File: src/sv/bpd_pkg.sv
package bpd_pkg;

   localparam int STACK_DEPTH = 256;
   localparam int MAX_RUN     = 64;
   localparam int TABLE_DEPTH = 256;
   localparam int QUEUE_DEPTH = 2;

   localparam int STK_AW  = $clog2(STACK_DEPTH);
   localparam int SP_W    = $clog2(STACK_DEPTH + 1);
   localparam int SPX_W   = SP_W + 1;
   localparam int CNT_W   = $clog2(MAX_RUN + 1);
   localparam int QPTR_W  = $clog2(QUEUE_DEPTH);
   localparam int QCNT_W  = $clog2(QUEUE_DEPTH + 1);

   localparam logic [1:0] KIND_BLOCK = 2'd0;
   localparam logic [1:0] KIND_PAIR  = 2'd1;
   localparam logic [1:0] KIND_DATA  = 2'd2;

   typedef struct packed {
      logic [1:0] kind;
      logic [7:0] byte_a;
      logic [7:0] byte_b;
      logic       comp_mode;
      logic [7:0] run_mark;
   } req_type;

   typedef struct packed {
      logic [7:0] out_byte;
      logic       last;
      logic       overflow;
   } rsp_type;

   typedef enum logic [1:0] {
      OP_BLOCK,
      OP_PAIR,
      OP_RUN,
      OP_DATA
   } op_type;

   typedef struct packed {
      op_type     op;
      logic [7:0] byte_a;
      logic [7:0] byte_b;
   } cmd_type;

   typedef struct packed {
      logic [7:0] left;
      logic [7:0] right;
   } pair_type;

   typedef enum logic [2:0] {
      ST_IDLE,
      ST_RUN,
      ST_EVAL,
      ST_LOOK,
      ST_FIN
   } state_type;

endpackage

File: src/sv/bpd_front.sv
module bpd_front (
   input  logic              clock,
   input  logic              reset,
   input  logic              req_valid,
   output logic              req_stall,
   input  bpd_pkg::req_type  req_data,
   input  logic              queue_full,
   output logic              push,
   output bpd_pkg::cmd_type  push_cmd
);

   logic       compressed_ff, compressed_in;
   logic [7:0] marker_ff, marker_in;
   logic       accept;
   logic       keep;

   assign req_stall = queue_full;
   assign accept    = req_valid && !queue_full;

   always_comb begin
      keep            = 1'b0;
      push_cmd.op     = bpd_pkg::OP_PAIR;
      push_cmd.byte_a = req_data.byte_a;
      push_cmd.byte_b = req_data.byte_b;
      compressed_in   = compressed_ff;
      marker_in       = marker_ff;
      case (req_data.kind)
         bpd_pkg::KIND_BLOCK: begin
            keep        = 1'b1;
            push_cmd.op = bpd_pkg::OP_BLOCK;
            if (accept) begin
               compressed_in = req_data.comp_mode;
               marker_in     = req_data.run_mark;
            end
         end
         bpd_pkg::KIND_PAIR: begin
            keep = 1'b1;
            if (compressed_ff && req_data.byte_a == marker_ff) begin
               push_cmd.op = bpd_pkg::OP_RUN;
               keep        = req_data.byte_b != 8'd0;
            end
         end
         bpd_pkg::KIND_DATA: begin
            keep        = 1'b1;
            push_cmd.op = bpd_pkg::OP_DATA;
         end
         default: begin
            keep = 1'b0;
         end
      endcase
   end

   assign push = accept && keep;

   always_ff @(posedge clock) begin
      if (reset) begin
         compressed_ff <= 1'b0;
         marker_ff     <= 8'd0;
      end else begin
         compressed_ff <= compressed_in;
         marker_ff     <= marker_in;
      end
   end

endmodule

File: config.mk
export PLATFORM = sky130hd
export DESIGN_NAME = bpd_front
export DESIGN_NICKNAME = d
export VERILOG_FILES = /design/src/sv/bpd_pkg.sv /design/src/sv/bpd_front.sv
export SDC_FILE = /design/constraint.sdc
export NUM_CORES = 1
export LEC_CHECK = 0
export ABC_AREA = 1
export BUFFER_PORTS_ARGS = -buffer_cell sky130_fd_sc_hd__buf_2
export CAP_MARGIN = 25
export CORE_MARGIN = 2
export CORE_UTILIZATION = 40
export CTS_CLUSTER_DIAMETER = 200
export CTS_CLUSTER_SIZE = 28
export DETAILED_ROUTE_END_ITERATION = 10
export HOLD_SLACK_MARGIN = 0.05
export PLACE_DENSITY = 0.78
export SLEW_MARGIN = 20
export SYNTH_ARGS = -nofsm -noshare
export SYNTH_HDL_FRONTEND = slang
export SYNTH_SLANG_ARGS = --single-unit
File: constraint.sdc
create_clock -name clock -period 1.4 [get_ports clock]
set_input_delay 0.28 -clock clock [delete_from_list [all_inputs] [get_ports clock]]
set_output_delay 0.28 -clock clock [all_outputs]
set_load 0.02 [all_outputs]
==> impl_metrics.py <==
metrics = {
    "cts": {
        "clock_sinks": 9,
        "ctsHtreeMaxLevel": 1,
        "cts_buffer_depth": 2,
        "cts_tree": "yes",
        "insertion_delay_ns": 0.26,
        "root_buffer": "clkbuf_4",
        "cts_made_buffers": 3,
        "cts.clk_slew.worst_paths_ns": 0.06,
        "cts_hold_buf": 0,
    },
    "finish": {
        "finalNetCount": 178,
        "drive_above_1_share_pct": 56.2,
        "final_cell_mix": "buf_2, nand2_1, nor2_1",
        "area_growth_pct": 31.5,
        "nFillCells": 164,
        "antennaDiodeCount": 0,
        "final_util_pct": 55.6,
        "final_common_cell": "buf_2",
    },
    "power": {
        "power.density_nw_per_um2": 703,
        "vdd_drop_max_v": 0.000335,
        "p_leak_uw": 0.000505,
    },
    "run_status": {
        "status": "complete, but fails checks",
        "violations": "negative setup slack",
    },
    "die": {
        "dieArea_um2": 2160,
        "start_util_pct": 42.3,
        "die_x_um": 46.5,
        "core_area_um2": 1710,
        "io_pins": 51,
        "placementRows": 15,
        "fp.dieH_um": 46.5,
    },
    "global_routing": {
        "grt_use_total_pct": 14.5,
        "antenna_found_initial": 0,
        "grt_overflow": 0,
        "grt_pass1_wl_um": 2240,
        "grt_max_degree": 17,
        "grt_pass1_vias": 604,
    },
    "sta": {
        "finalSetupViolCount": 3,
        "finClkSkew_ns": 0,
        "fin_crit_sh_pct": 125,
        "worstMarginPinSlew_ns": 0.269,
        "min_period_ns": 1.75,
        "final-max-slew-violation-count": 0,
        "maxSlewHeadroom_pct": 82.0,
        "worst_slack_ns": -0.345,
        "rsz0062_at_grt": "true",
        "hold_viol_final": 0,
        "max_freq_mhz": 573,
    },
    "worst_setup_path": {
        "r2r_end": "marker_ff[1]",
        "cpPeakStageDelay_ns": 0.34,
        "rrSetupSlack_ns": 0.53,
        "crit_chain": "inv_2 > a21oi_1 > nand3_1 > nor2_4 > nand3_2 > nand2_2 > a21oi_2 > buf_4",
        "r2r_start": "marker_ff[1]",
        "cp.arrival_ns": 1.47,
        "cp_max_fo": 3,
        "crit_path_top_delay_cell": "dfxtp_1",
        "criticalPathCategory": "reg2out",
        "crit_buf_inv": 2,
        "end_kind": "output port",
        "crit_required_ns": 1.12,
        "cp-start-kind": "flop",
        "rr_worst_depth": 4,
        "cpLargestDelayFamily": "simple AND/OR/NAND/NOR gates",
    },
    "logic_synthesis": {
        "synth_warnings": 0,
        "synth_seq_cells": 9,
        "synthCells": 107,
        "synth.distinct_cells": 18,
        "yosys-top-cells-area": "dfxtp_1, buf_4, nand2_1",
        "synthesis.area_um2": 722,
        "seq_area_frac_synth_pct": 25.0,
        "synth_top_cell_by_area": "dfxtp_1",
        "syn-num-nets": 138,
        "yosysTopAreaCellShare_pct": 25.0,
        "postSynthAreaPerCell_um2": 6.75,
    },
    "routing": {
        "postRouteAntennaNets": 0,
        "drt_iter0_drc": 3,
        "wl_per_cell_um": 9.45,
        "via_count": 739,
        "vias_per_cell": 4.32,
        "dr.pass1.iters": 2,
        "wl_um": 1620,
        "route.detailed.drc": 0,
    },
    "job": {
        "maxCapViolations": 0,
    },
    "worst_hold_path": {
        "hp-start": "req_data[0]",
        "worst_hold_path.num_cells": 3,
        "holdPathEnd": "marker_ff[0]",
        "hp-class": "in2reg",
    },
    "placed_design": {
        "place_congestion": 0.711,
        "pre_cts_slack_ns": -0.0744,
        "io_buffers": 50,
        "hpwl_um": 1180,
    },
}
-- synthesized netlist by cell type --
cell / n
nand3_1: 2
buf_1: 1
inv_1: 13
nand2_1: 24
nand2_4: 1
nor2_1: 15
inv_2: 4
buf_6: 1
dfxtp_1: 9
a211oi_2: 6
nor2_2: 3
buf_4: 17
a31oi_1: 1
a21oi_2: 1
xor2_1: 2
a21oi_1: 5
nand2_2: 1
nand3_2: 1
-- cell families (layout without fill, tap and decap cells) --
| logic type | Yosys count | after routing | synth area share, % |
|---|---|---|---|
| flops | 9 | 9 | 25.0 |
| simple gates | 47 | 47 | 28.1 |
| compound gates | 13 | 13 | 15.9 |
| buf+inv | 36 | 75 | 28.6 |
| xor+xnor | 2 | 2 | 2.43 |
-- through the flow --
stage / power (uW) / std cells / hold slack, ns / area (um^2) / TNS [ns]
floorplan: 411 / 107 / 0.423 / 722 / 0
global placement: 460 / 166 / 0.459 / 883 / -0.0933
detailed placement: 463 / 166 / 0.467 / 883 / -0.128
CTS: 670 / 171 / 0.258 / 922 / -0.772
global route: 708 / 171 / 0.273 / 950 / -1.11
finish: 667 / 171 / 0.265 / 950 / -0.883
-- registers in the layout, indices dropped and copies added (netlist names) --
signal and flops:
marker_ff 8, compressed_ff 1
-- per-layer routing --
metal | track usage (%) | routed length, um
met1 | 16.7 | 659
met5 | 0 | 0
met3 | 2.35 | 74
met4 | 8.57 | 71
met2 | 25.0 | 810
-- tightest hold or removal path, cell delays in order --
cell     delay (ns)
buf_2          0.09
nand2_1        0.05
a21oi_1        0.05
-- report_power, final --
part | leakage, uW | switching (uW) | internal [uW] | total [uW]
registers | 0.0000744 | 4.30 | 265 | 269
clock network | 0.0000150 | 88.7 | 110 | 198
logic | 0.000416 | 117 | 83.3 | 200
-- final cells by class --
cell class / count / area [um^2] / share of cell area (%)
Tap cell: 25 / 31.3 / 3.29
Sequential cell: 9 / 184 / 19.4
Timing Repair Buffer: 54 / 288 / 30.3
Inverter: 17 / 63.8 / 6.72
Clock buffer: 4 / 26.3 / 2.77
Multi-Input combinational cell: 62 / 357 / 37.5
-- timing repair --
item,4_1_cts,5_1_grt
resized for setup,3,9
pin swaps,2,5
gates cloned,0,0
endpoints found under the setup margin,3,3
buffers inserted,1,0
-- worst max path at each step --
stage,start,to,slack (ns),depth (start not counted)
3_5_place_dp,req_data[18],push_cmd[17],-0.07,10
2_1_floorplan,marker_ff[5],push,0.08,9
3_3_place_gp,req_data[18],push_cmd[17],-0.05,10
6_report,marker_ff[7],push,-0.35,8
4_1_cts,marker_ff[1],push_cmd[17],-0.29,9
5_1_grt,marker_ff[7],push,-0.42,8
Note: power is estimated with default switching activity, not from simulation.
