`config.mk`:
```
export PLATFORM = sky130hd
export DESIGN_NAME = bpd_queue
export DESIGN_NICKNAME = d
export VERILOG_FILES = /design/src/sv/bpd_pkg.sv /design/src/sv/bpd_queue.sv
export SDC_FILE = /design/constraint.sdc
export NUM_CORES = 1
export LEC_CHECK = 0
export ABC_CLOCK_PERIOD_IN_PS = 2200
export BUFFER_PORTS_ARGS = -buffer_cell sky130_fd_sc_hd__buf_2
export CAP_MARGIN = 20
export CORE_MARGIN = 1.5
export CORE_UTILIZATION = 51
export DETAILED_ROUTE_END_ITERATION = 8
export PLACE_DENSITY = 0.85
export SYNTH_ARGS = -nofsm -noshare
export SYNTH_HDL_FRONTEND = slang
export SYNTH_SLANG_ARGS = --single-unit
```
`constraint.sdc`:
```
create_clock -name clock -period 2.2 [get_ports clock]
set_input_delay 0.33 -clock clock [delete_from_list [all_inputs] [get_ports clock]]
set_output_delay 0.33 -clock clock [all_outputs]
set_load 0.02 [all_outputs]
```
`src/sv/bpd_pkg.sv`:
```
package bpd_pkg;

   localparam int STACK_DEPTH = 256;
   localparam int MAX_RUN     = 64;
   localparam int TABLE_DEPTH = 256;
   localparam int QUEUE_DEPTH = 2;

   localparam int STK_AW  = $clog2(STACK_DEPTH);
   localparam int SP_W    = $clog2(STACK_DEPTH + 1);
   localparam int SPX_W   = SP_W + 1;
   localparam int CNT_W   = $clog2(MAX_RUN + 1);
   localparam int QPTR_W  = $clog2(QUEUE_DEPTH);
   localparam int QCNT_W  = $clog2(QUEUE_DEPTH + 1);

   localparam logic [1:0] KIND_BLOCK = 2'd0;
   localparam logic [1:0] KIND_PAIR  = 2'd1;
   localparam logic [1:0] KIND_DATA  = 2'd2;

   typedef struct packed {
      logic [1:0] kind;
      logic [7:0] byte_a;
      logic [7:0] byte_b;
      logic       comp_mode;
      logic [7:0] run_mark;
   } req_type;

   typedef struct packed {
      logic [7:0] out_byte;
      logic       last;
      logic       overflow;
   } rsp_type;

   typedef enum logic [1:0] {
      OP_BLOCK,
      OP_PAIR,
      OP_RUN,
      OP_DATA
   } op_type;

   typedef struct packed {
      op_type     op;
      logic [7:0] byte_a;
      logic [7:0] byte_b;
   } cmd_type;

   typedef struct packed {
      logic [7:0] left;
      logic [7:0] right;
   } pair_type;

   typedef enum logic [2:0] {
      ST_IDLE,
      ST_RUN,
      ST_EVAL,
      ST_LOOK,
      ST_FIN
   } state_type;

endpackage

```
`src/sv/bpd_queue.sv`:
```
module bpd_queue (
   input  logic              clock,
   input  logic              reset,
   input  logic              push,
   input  bpd_pkg::cmd_type  push_cmd,
   output logic              full,
   output logic              head_valid,
   output bpd_pkg::cmd_type  head_cmd,
   input  logic              pop
);

   bpd_pkg::cmd_type            slot_ff [bpd_pkg::QUEUE_DEPTH];
   logic [bpd_pkg::QPTR_W-1:0]  wr_ptr_ff, wr_ptr_in;
   logic [bpd_pkg::QPTR_W-1:0]  rd_ptr_ff, rd_ptr_in;
   logic [bpd_pkg::QCNT_W-1:0]  count_ff, count_in;

   assign full       = count_ff == bpd_pkg::QCNT_W'(bpd_pkg::QUEUE_DEPTH);
   assign head_valid = count_ff != '0;
   assign head_cmd   = slot_ff[rd_ptr_ff];

   always_comb begin
      wr_ptr_in = wr_ptr_ff;
      rd_ptr_in = rd_ptr_ff;
      if (push) begin
         wr_ptr_in = (wr_ptr_ff == bpd_pkg::QPTR_W'(bpd_pkg::QUEUE_DEPTH - 1)) ?
                     '0 : wr_ptr_ff + 1'b1;
      end
      if (pop) begin
         rd_ptr_in = (rd_ptr_ff == bpd_pkg::QPTR_W'(bpd_pkg::QUEUE_DEPTH - 1)) ?
                     '0 : rd_ptr_ff + 1'b1;
      end
      count_in = count_ff + bpd_pkg::QCNT_W'(push) - bpd_pkg::QCNT_W'(pop);
   end

   always_ff @(posedge clock) begin
      if (push) begin
         slot_ff[wr_ptr_ff] <= push_cmd;
      end
   end

   always_ff @(posedge clock) begin
      if (reset) begin
         wr_ptr_ff <= '0;
         rd_ptr_ff <= '0;
         count_ff  <= '0;
      end else begin
         wr_ptr_ff <= wr_ptr_in;
         rd_ptr_ff <= rd_ptr_in;
         count_ff  <= count_in;
      end
   end

endmodule

```
==> results of run 1 <==
==> stage by stage <==
step | cell area, sq um | util [%] | cells | power (mW)
after floorplan | 1570 | - | 77 | 1.14
after global placement | 1820 | 64.4 | 150 | 1.22
after detailed placement | 1820 | 64.4 | 150 | 1.22
after CTS | 1910 | 67.5 | 158 | 1.73
after global routing | 1910 | 67.5 | 158 | 1.77
final | 1910 | 67.5 | 158 | 1.70
==> placed cells by master, fill, tap and decap left out <==
cell type | netlist | layout
buf_2 | 0 | 41
xnor2_1 | 2 | 2
nor2b_1 | 3 | 2
dfxtp_1 | 5 | 5
clkinvlp_4 | 0 | 1
buf_4 | 0 | 2
clkbuf_8 | 0 | 1
edfxtp_1 | 36 | 36
nor2b_2 | 0 | 1
inv_1 | 2 | 2
xnor3_1 | 1 | 1
nor2_1 | 4 | 4
bufinv_16 | 0 | 1
clkbuf_4 | 0 | 5
buf_12 | 1 | 1
or2_2 | 1 | 1
mux2_4 | 10 | 10
mux2_2 | 8 | 8
ha_1 | 2 | 2
and2_1 | 1 | 1
==> where the power goes <==
group          internal [mW]  total (mW)  switching [mW]  leakage (nW)
sequential             0.905       0.928          0.0232         0.380
combinational          0.135       0.274           0.139         0.349
clock                  0.270       0.497           0.227        0.0445
==> flip-flops by register name, indices dropped and copies added, names as in the netlist, named ones only <==
signal / flops
count_ff: 2
rd_ptr_ff: 1
slot_ff: 36
wr_ptr_ff: 1
==> worst max-delay path: cells and delay by family, from the launching register on <==
kind | cells | cell delay, ps
buffers and inverters | 2 | 360
DFF | 1 | 560
muxes | 1 | 330
==> logic make-up after synthesis <==
family,share of synthesized area [%]
DFF,75.2
muxes,15.3
buffers and inverters,2.47
and+or+nand+nor,2.95
xor gates and xnor gates,2.55
adders and majority gates,1.59
==> routing by layer <==
layer  GRT usage (%)  part of all wire (%)
met5               0                     0
met4            6.98                   1.7
met3            5.71                   8.2
met2            20.5                    49
met1            15.0                    41
==> final cells by class <==
type	instances	area [sq um]
fill	185	918
sequential	41	1180
multi-input combinational	32	354
timing repair buffer	44	240
tap	31	38.8
inverter	2	7.51
clock inverter	2	37.5
clock buffer	6	51.3
==> final timing paths <==
| check | startpoint | end | slack, ps | depth (start not counted) |
|---|---|---|---|---|
| min | push_cmd[7] | slot_ff[0][7]$_DFFE_PP_ | 170 | 1 |
| max reg2reg | count_ff[0]$_SDFF_PP0_ | count_ff[1]$_SDFF_PP0_ | 1000 | 6 |
| max | register | head_cmd[6] | 270 | 3 |
| min reg2reg | rd_ptr_ff$_SDFFE_PP0P_ | rd_ptr_ff$_SDFFE_PP0P_ | 550 | 2 |
==> metrics.txt, run 1 <==
Slew headroom=75.1%; maximum fanout along the worst path=11; Synth area leaders=edfxtp_1 (69%), mux2_4 (9.6%), dfxtp_1 (6.4%), mux2_2 (5.7%), ha_1 (1.6%); Placer Congestion=0.634; count leader, synth=edfxtp_1; Cell variety after synth=14; area delta synth->final=21.6%; number of global-route vias before repair=768; IO Port Bufs=41; DRT Pass-1 Iters=4; most frequent cells after synthesis=edfxtp_1 (36), mux2_4 (10), mux2_2 (8), dfxtp_1 (5), nor2_1 (4); P_leak=0.773 nW; GRT overflow=0; maxcap violations=0; CP endpoint kind=primary output; setup ws final=273 ps; die area=0.00342 sq mm; Die Y=58.5 microns; share of layout cells above drive strength 1=56.7%; worst hold path class=primary input to register; # setup viols final=0; #FFs+latches synth=41; pre-CTS setup slack=634 ps; RSZ-0062 raised after global routing=false; overall routing resource usage=13.0%; H-tree Lvls=2; DRC Markers=0; clk sink count=approximately 40; WL/cell=13.6 microns; Core Area=0.00283 sq mm; synth warn=0; largest net degree at the start of global routing=19; Worst Skew=4.76 ps; Synthesized Nets=around 100; Cell Area, Synth=between 0.0015 and 0.002 sq mm; async set-or-reset flop fraction in the synthesized netlist=0%; clock transition at the registers of the reported paths=110 ps; post-cts resize count=0; run status=complete, no violations; vias per cell=a little over 5; chip width=58.5 microns; Post-CTS Hold Buffers=0; Critical Path AT=about 1600 ps; CP Class=register to primary output; Max VDD drop=about 550 uV; Pwr per Cell Area=889 mW/mm^2; CP Launch Type=register; clock buffer count from CTS=5; Final #Nets=150; io pins=42; final hold slack=174 ps; slowest stage delay, CP=~560 ps; largest area contributor in the netlist=edfxtp_1; CTS tree=done; CTS root buffer=clkbuf_4; Detail Placement HPWL=1510 microns; FMAX=0.519 GHz; fin crit period=1930 ps; final WL=2150 microns; slew at the pin with the worst max-slew slack=~370 ps; Clock Latency Late Sink=340 ps; Tcrit/Tclk final=87.6%; Iter 0 DRT Violations=8; Vias=804; antenna viol nets, final=0; critical path's slowest cell=dfxtp_1; crit path cell chain=buf_12 -> mux2_2 -> buf_2; Setup Fix Bufs, Post-CTS=0; area share of the leading cell type in the synthesized netlist=68.8%; Synth Instances=77; syn avg cell area=20.4 sq um; initial core utilization=55.6%; first-pass GRT wire length=3220 microns; Primary FF master, synth=edfxtp_1; final hold vios=0; Worst Path Required=1870 ps; initial antenna violation count=0; Seq/Total Area, Yosys=75.2%; Total Neg Setup Slack=0 ps; EDFF count, synth=36; clock buffer depth=2; Slew Viols, Final=0; number of diodes=0; Site Rows=19
No activity file was read; power rests on OpenSTA's default activity.
==> inputs of run 2 (changes only) <==
REMOVE_ABC_BUFFERS = 1   (was unset)
SETUP_SLACK_MARGIN = 0.4   (was unset)
SKIP_CTS_REPAIR_TIMING = 1   (was unset)
==> run 2 against run 1 <==
Effect of this change:
- critical endpoint is now head_cmd[15]
- setup slack improved by 200 ps
- register-to-register slack about the same
- non-clock buffer count increased by 1
- worst hold slack worse by 2.6 ps
- first-iteration DRC count rose by 75%
==> metrics.txt, run 2 (synthesis gave the netlist of run 1 again) <==
run status=complete, no violations; Site Rows=19 (unchanged); Placer Congestion=0.615 (-2.9%); FMAX=0.579 GHz (+12%); Final Util=67.6% (+0.088 points); maximum fanout along the worst path=15 (+4); Die Y=58.5 microns (unchanged); Tcrit/Tclk final=78.4% (-9.2 points); R2R setup slack=990 ps (about the same); Pwr per Cell Area=862 mW/mm^2 (-3.0%); RSZ-0062 raised after global routing=false; fin crit period=1730 ps (-202 ps); Core Area=0.00283 sq mm (unchanged); Largest register FFs=36 (unchanged); # setup viols final=0 (unchanged); commonest non-fill, non-tap cell in the layout=buf_2; CTS root buffer=clkbuf_4; die area=0.00342 sq mm (unchanged); CP Class=register to primary output; Critical Path AT=1400 ps (-200 ps); slew at the pin with the worst max-slew slack=245 ps (-128 ps); maxcap violations=0 (unchanged); largest net degree at the start of global routing=19 (unchanged); WL/cell=13.4 microns (-1.2%); clock buffer count from CTS=5 (unchanged); M3 GR Usage=5.05% (-0.66 points); overall routing resource usage=14.2% (+1.2 points); first-pass GRT wire length=3350 microns (+4.3%); GRT overflow=0 (unchanged); Largest regs=slot_ff: 36 flops, count_ff: 2 flops; antenna viol nets, final=0 (unchanged); met1 Resource Use GR=16.3% (+1.4 points); CP endpoint kind=primary output; H-tree Lvls=2 (unchanged); met2 usage=22.2% (+1.6 points); CP Capture Point=head_cmd[15]; setup ws final=474 ps (+202 ps); io pins=42 (unchanged); final hold vios=0 (unchanged); Worst Skew=6.37 ps (+1.61 ps); Slew Viols, Final=0 (unchanged); P_leak=0.778 nW (+0.64%); share of layout cells above drive strength 1=57.0% (+0.34 points); Top reg by flops=slot_ff; vias per cell=5.11 (+0.36%); clock buffer depth=2 (unchanged); R2R Path Start=count_ff[0]$_SDFF_PP0_; GR peak layer=met2; chip width=58.5 microns (unchanged); area delta synth->final=21.7%; number of diodes=0 (unchanged); final WL=2140 microns (-0.60%); Total Neg Setup Slack=0 ps (unchanged); DRC Markers=0 (unchanged); Worst Path Required=1870 ps (about the same); Critical R2R Capture=count_ff[1]$_SDFF_PP0_; initial antenna violation count=0 (unchanged); pre-CTS setup slack=607 ps (-27.5 ps); Clock Latency Late Sink=340 ps (about the same); worst hold path class=primary input to register; most frequent cells in the layout=buf_2 (41), edfxtp_1 (36), mux2_4 (10); R2R depth=6 (unchanged); initial core utilization=55.6% (unchanged); number of global-route vias before repair=786 (+2.3%); Final #Nets=151 (+0.67%); Max VDD drop=537 uV (-3.1%); CP Launch Type=register; clk sink count=41 (unchanged); Iter 0 DRT Violations=14 (+6); DRT Pass-1 Iters=4 (unchanged); IO Port Bufs=41 (unchanged); CTS tree=done; Slew headroom=83.7% (+8.6 points); clock transition at the registers of the reported paths=110 ps (about the same); Vias=812 (+1.0%)
-- run 2: cell types whose count changed in the layout (fill, tap and decap cells not counted), sizes merged --
cell / change
clkbuf: +2
bufinv: -1
clkinvlp: -1
buf: +1
-- run 2: worst min path at each step --
stage | to | startpoint | cells past startpoint
after detailed placement | register | rd_ptr_ff$_SDFFE_PP0P_ | 2
final | slot_ff[1][10]$_DFFE_PP_ | push_cmd[10] | 1
after global placement | rd_ptr_ff$_SDFFE_PP0P_ | rd_ptr_ff$_SDFFE_PP0P_ | 2
after floorplan | count_ff[0]$_SDFF_PP0_ | reset | 1
after CTS | slot_ff[0][0]$_DFFE_PP_ | push_cmd[0] | 1
after global routing | slot_ff[0][17]$_DFFE_PP_ | push_cmd[17] | 1
-- run 2: metal layers --
| metal | share of wire, % | wire length (microns) | vias up |
|---|---|---|---|
| li1 | - | - | 389 |
| met3 | 8.0 | 171 | 2 |
| met2 | 49 | 1050 | 37 |
| met5 | 0 | 0 | - |
| met1 | 42 | 899 | 384 |
| met4 | 0.65 | 14 | 0 |
-- run 2: cell type report --
type | count | area [sq um]
Clock buffer | 8 | 80.1
Multi-Input combinational cell | 32 | 354
Tap cell | 31 | 38.8
Sequential cell | 41 | 1180
Timing Repair Buffer | 45 | 248
Inverter | 2 | 7.51
Fill cell | 203 | 916
-- run 2: where the power goes --
group	switching [mW]	total (mW)	internal, mW
Sequential	0.0202	0.925	0.905
Clock	0.217	0.443	0.226
Combinational	0.143	0.281	0.138
-- run 2: per-stage QoR --
step	total power, mW	hold WS (ps)	cell area, sq um	cells
after floorplan	1.13	402	1540	75
after detailed placement	1.22	521	1810	150
final	1.65	171	1910	159
after global routing	1.73	141	1910	159
after global placement	1.21	498	1810	150
after CTS	1.66	154	1890	158
-- run 2: critical path: stages, from the launching register on --
cell	delay (ps)
dfxtp_4	370
buf_12	150
mux2_2	360
buf_2	160
